$ cat src/rtl/core/cki_pkg.sv
package cki_pkg;

  localparam int TABLE_ENTRIES = 128;
  localparam int RULE_SLOTS    = 16;

  localparam int TBL_IW  = (TABLE_ENTRIES > 1) ? $clog2(TABLE_ENTRIES) : 1;
  localparam int TBL_CW  = $clog2(TABLE_ENTRIES + 1);
  localparam int RULE_IW = (RULE_SLOTS > 1) ? $clog2(RULE_SLOTS) : 1;
  localparam int RULE_CW = $clog2(RULE_SLOTS + 1);

  localparam int ADDR_W  = 64;
  localparam int PCT_W   = 7;
  localparam int CNT_W   = 32;
  localparam int SLOT_W  = 4;
  localparam int CIDX_W  = 7;

  localparam logic [PCT_W-1:0] DEFAULT_PCT_RST = PCT_W'(50);

  localparam logic OP_ALLOC = 1'b0;
  localparam logic OP_LOAD  = 1'b1;

  localparam logic KIND_INDEX   = 1'b0;
  localparam logic KIND_ADDRESS = 1'b1;

  localparam logic [0:0] REG_DEFAULT_PCT = 1'b0;

  typedef struct packed {
    logic              operation;
    logic [ADDR_W-1:0] caller_address;
    logic [PCT_W-1:0]  random_percent;
    logic [SLOT_W-1:0] rule_slot;
    logic              rule_by_address;
    logic [ADDR_W-1:0] rule_key;
    logic [PCT_W-1:0]  rule_first_percent;
    logic [PCT_W-1:0]  rule_later_percent;
  } in_req_t;

  typedef struct packed {
    logic              fail;
    logic [CIDX_W-1:0] caller_index;
    logic              index_valid;
    logic [CNT_W-1:0]  hit_count;
  } out_rsp_t;

  typedef struct packed {
    logic              done;
    logic              valid;
    logic [TBL_IW-1:0] idx;
    logic [CNT_W-1:0]  count;
  } tbl_res_t;

  typedef struct packed {
    logic              load;
    logic [SLOT_W-1:0] slot;
    logic              by_address;
    logic [ADDR_W-1:0] key;
    logic [PCT_W-1:0]  first_pct;
    logic [PCT_W-1:0]  later_pct;
  } rule_load_t;

endpackage

$ cat src/rtl/core/cki_rule_engine.sv
module cki_rule_engine (
  input  logic                        clk,
  input  logic                        rst_n,
  input  cki_pkg::rule_load_t         ld,
  input  logic                        start,
  input  logic [cki_pkg::ADDR_W-1:0]  addr,
  input  logic                        idx_valid,
  input  logic [cki_pkg::TBL_IW-1:0]  idx,
  input  logic [cki_pkg::PCT_W-1:0]   rnd,
  input  logic [cki_pkg::PCT_W-1:0]   default_pct,
  output logic                        done,
  output logic                        fail
);
  import cki_pkg::*;

  typedef enum logic [1:0] {S_IDLE, S_SCAN, S_DONE} state_t;

  logic              rule_valid_r [RULE_SLOTS];
  logic              rule_kind_r  [RULE_SLOTS];
  logic [ADDR_W-1:0] rule_key_r   [RULE_SLOTS];
  logic [PCT_W-1:0]  rule_cur_r   [RULE_SLOTS];
  logic [PCT_W-1:0]  rule_next_r  [RULE_SLOTS];

  state_t             state_r;
  logic [RULE_CW-1:0] slot_r;
  logic               done_r;
  logic               fail_r;

  logic [RULE_IW-1:0] cur;
  logic [RULE_IW-1:0] ld_slot;
  logic               ld_ok;
  logic               match;
  logic               upd;

  assign cur     = slot_r[RULE_IW-1:0];
  assign ld_slot = RULE_IW'(ld.slot);
  assign ld_ok   = ld.load && (32'(ld.slot) < RULE_SLOTS);
  assign match   = rule_valid_r[cur] &&
                   ((rule_kind_r[cur] == KIND_ADDRESS) ? (rule_key_r[cur] == addr)
                                                       : (idx_valid &&
                                                          rule_key_r[cur] == ADDR_W'(idx)));
  assign upd     = (state_r == S_SCAN) && (slot_r < RULE_CW'(RULE_SLOTS)) && match;

  always_ff @(posedge clk) begin
    if (!rst_n) begin
      for (int i = 0; i < RULE_SLOTS; i++) begin
        rule_valid_r[i] <= 1'b0;
      end
    end else if (ld_ok) begin
      rule_valid_r[ld_slot] <= 1'b1;
    end
  end

  always_ff @(posedge clk) begin
    if (ld_ok) begin
      rule_kind_r[ld_slot] <= ld.by_address;
      rule_key_r[ld_slot]  <= ld.key;
      rule_cur_r[ld_slot]  <= ld.first_pct;
      rule_next_r[ld_slot] <= ld.later_pct;
    end else if (upd) begin
      rule_cur_r[cur] <= rule_next_r[cur];
    end
  end

  always_ff @(posedge clk) begin
    if (!rst_n) begin
      state_r <= S_IDLE;
      slot_r  <= '0;
      done_r  <= 1'b0;
      fail_r  <= 1'b0;
    end else begin
      done_r <= 1'b0;
      unique case (state_r)
        S_IDLE: begin
          if (start) begin
            slot_r  <= '0;
            state_r <= S_SCAN;
          end
        end
        S_SCAN: begin
          if (slot_r >= RULE_CW'(RULE_SLOTS)) begin
            fail_r  <= rnd < default_pct;
            state_r <= S_DONE;
          end else if (match) begin
            fail_r  <= rnd < rule_cur_r[cur];
            state_r <= S_DONE;
          end else begin
            slot_r <= slot_r + RULE_CW'(1);
          end
        end
        S_DONE: begin
          done_r  <= 1'b1;
          state_r <= S_IDLE;
        end
        default: state_r <= S_IDLE;
      endcase
    end
  end

  assign done = done_r;
  assign fail = fail_r;

endmodule

$ cat config.mk
export PLATFORM = sky130hd
export DESIGN_NAME = cki_rule_engine
export DESIGN_NICKNAME = d
export VERILOG_FILES = /design/src/rtl/core/cki_pkg.sv /design/src/rtl/core/cki_rule_engine.sv
export SDC_FILE = /design/constraint.sdc
export NUM_CORES = 1
export LEC_CHECK = 0
export BUFFER_PORTS_ARGS = -buffer_cell sky130_fd_sc_hd__buf_4
export CAP_MARGIN = 20
export CELL_PAD_IN_SITES_DETAIL_PLACEMENT = 1
export CELL_PAD_IN_SITES_GLOBAL_PLACEMENT = 1
export CORE_MARGIN = 1
export CORE_UTILIZATION = 35
export DETAILED_ROUTE_END_ITERATION = 6
export PLACE_DENSITY = 0.55
export SETUP_SLACK_MARGIN = 0.5
export SLEW_MARGIN = 15
export SYNTH_ARGS = -nofsm -noshare
export SYNTH_HDL_FRONTEND = slang
export SYNTH_SLANG_ARGS = --single-unit
export TNS_END_PERCENT = 100
$ cat constraint.sdc
create_clock -name clk -period 10.87 [get_ports clk]
set_input_delay 0.5435 -clock clk [delete_from_list [all_inputs] [get_ports clk]]
set_output_delay 0.5435 -clock clk [all_outputs]
set_load 0.05 [all_outputs]
==> results_dict.tcl <==
set metrics [dict create \
    status "complete, no violations" \
    cts_buffers 139 \
    syn2layout_area_growth_pct 14.8 \
    synth_edf_count 1264 \
    via_per_inst 5.62 \
    critPathLaunchType "register" \
    design_area_um2 60200 \
    worstMarginPinSlew_ns 1.13 \
    timing.rr.end "rule_cur_r[2][3]" \
    die_x_um 389 \
    n_fill_cell 14100 \
    p_per_area_nw_per_um2 179 \
    first_global_vias 28800 \
    crit_required_ns 11.29 \
    synth_cell_types 79 \
    slew_headroom_pct 24.5 \
    path_clk_slew_ns 0.06 \
    period_needed_ns 6.55 \
    antenna_found_initial 15 \
    numPortBuffers 174 \
    synth_area_leaders "edfxtp_1 72%, mux4_2 11%, mux2i_1 4.4%" \
    dr_total_vias 27600 \
    finish.utilization_pct 40.6 \
    drv_cap 0 \
    path_class "reg -> reg" \
    fp-row-count 141 \
    hp-class "in -> reg" \
    firstDrtPassIters 5 \
    whs_ns 0.0656 \
    max_clock_freq_ghz 0.153 \
    cp_max_fo 76 \
    h-tree-depth 4 \
    setup_viol 0 \
    hold_violations 0 \
    synth_ff_type "edfxtp_1" \
    clk_path_buf_depth 3 \
    grt_max_degree 133 \
    grt_use_total_pct 21.4 \
    synthArstFlopShare_pct 0 \
    dieArea_um2 151000 \
    post_cts_buffers 0 \
    insertion_delay_ns 0.78 \
    finalCritPeriodShare_pct 60.2 \
    root_buffer "clkbuf_16" \
    drc 0 \
    syn_area_um2 52400 \
    initial_core_util_pct 35.4 \
    end_kind "register" \
    p_leak_nw 18.8 \
    holdPathStages 1 \
    finalWirelength_um 163000 \
    synth-warning-count 0 \
    whs_endpoint "rule_key_r[6][51]" \
    io_pins 175 \
    final_antenna_net_count 0 \
    synth_cells 2626 \
    rsz0062_at_grt "no" \
    fin_tns_setup_ns 0 \
    yosysTopAreaCell "edfxtp_1" \
    grt-ovfl-total 0 \
    cts_resized 0 \
    grt_pass1_wl_um 226000 \
    dpl_cell_area_um2 55900 \
    final_max_slew_viol_count 0 \
    r2r_cells 12 \
    nNetsFinal 3058 \
    ys_ff_latch 1293 \
    wl_per_cell_um 33.1 \
    die_h_um 389 \
    cts.sinks 1293 \
    rrSetupSlack_ns 4.32 \
    synth_nets 2813 \
    cp.arrival_ns 6.97 \
    layout-drive-gt1-share_pct 25.5 \
    hold_start "ld[65]" \
    place.gp.congestion 0.840 \
    synth_top_area_share_pct 72.4 \
    drt-initial-drc-count 2889 \
    dpl.hpwl_um 98500 \
    synth.avg_cell_area_um2 20.0 \
    seq_area_frac_synth_pct 73.5 \
    postCtsHoldBufs 0 \
    peakVddDrop_mv 0.176 \
    cts_tree "done" \
    core_area_um2 148000 \
    skew_ns 0.0200 \
]
worst max path at each step:
stage,end,start
5_1_grt,rule_cur_r[2][3],register
2_1_floorplan,rule_cur_r[8][0],ld[82]
6_report,rule_cur_r[2][3],register
3_5_place_dp,rule_cur_r[2][3],register
4_1_cts,rule_cur_r[2][3],register
3_3_place_gp,rule_cur_r[2][3],register
where the power goes:
part	total, mW	internal, mW	switching (mW)
logic	0.603	0.217	0.386
clock network	4.55	2.61	1.93
registers	5.61	5.57	0.0333
logic make-up (layout without fill, tap and decap cells):
kind of cell,count (synthesis),in the layout,synth area share (%)
simple gates,311,311,3.16
flops,1293,1293,73.5
buf+inv,151,507,1.89
mux,527,527,16.3
xor+xnor,79,79,1.32
other cells,0,2,0
fa+ha+maj,14,14,0.334
compound gates,251,251,3.49
state kept, by name, summed over array words and instances, names as in the netlist, named ones only:
signal and flops:
rule_key_r 1024, rule_cur_r 112, rule_next_r 112, rule_kind_r 16
rule_valid_r 16, slot_r 5, state_r 2, done 1
fail 1
layout by cell type, fill, tap and decap left out, types with 40 or more instances in the layout:
master / Yosys / layout
nor2_1: 62 / 60
mux4_2: 255 / 255
a21oi_1: 48 / 48
clkbuf_16: 0 / 144
a22oi_1: 85 / 85
clkinv_1: 1 / 40
mux2i_1: 230 / 230
nand2_1: 70 / 70
buf_4: 21 / 225
edfxtp_1: 1264 / 1264
xnor2_1: 48 / 48
worst max-delay path, cell delays in order, from the launching register on:
cell and delay (ns):
dfxtp_4 0.86, buf_12 0.44, buf_4 0.78, mux4_2 0.60, a2bb2oi_1 0.15, a22o_1 0.34, xor2_1 0.19, or4_1 0.55
nor4_2 0.41, a31oi_1 0.37, nor4_4 0.26, buf_4 0.34, mux2_1 0.60
layer usage:
metal  global-route usage, %  share of wire, %
met5                       0             0.064
met3                    3.90               6.3
met1                    30.1                44
met4                    5.46               2.0
met2                    34.2                48
final cells by class:
cell class | instances | area (um^2) | area share [%]
Multi-Input combinational cell | 1182 | 13000 | 21.6
Clock buffer | 180 | 3740 | 6.21
Clock inverter | 72 | 571 | 0.948
Sequential cell | 1293 | 38600 | 64.1
Inverter | 22 | 85.1 | 0.141
Tap cell | 1930 | 2410 | 4.01
Antenna cell | 2 | 5.00 | 0.00832
Timing Repair Buffer | 233 | 1830 | 3.05
cells in the mapped netlist, types with 8 or more instances:
library cell and n:
a21oi_1 48, a22o_1 8, a22oi_1 85, a31o_2 11, and3_1 11, buf_1 9, buf_2 40, buf_4 21
buf_6 27, clkbuf_1 23, dfxtp_1 29, edfxtp_1 1264, ha_1 14, inv_1 19, mux2_2 37, mux2i_1 230
mux4_2 255, nand2_1 70, nand2b_1 12, nand3_1 37, nand4_1 14, nor2_1 62, nor2b_1 13, nor3_1 26
nor4_1 11, o21ai_0 13, o22ai_1 11, or3_1 8, xnor2_1 48, xor2_1 31
metrics by stage:
step	setup WS, ns	cells	power (mW)
after global placement	4.52	4659	6.30
after CTS	4.33	4912	10.9
after global routing	4.02	4914	11.0
after detailed placement	4.41	4660	6.32
final	4.32	4914	10.8
after floorplan	1.82	2626	6.02
No activity file was read; power rests on OpenSTA's default activity.
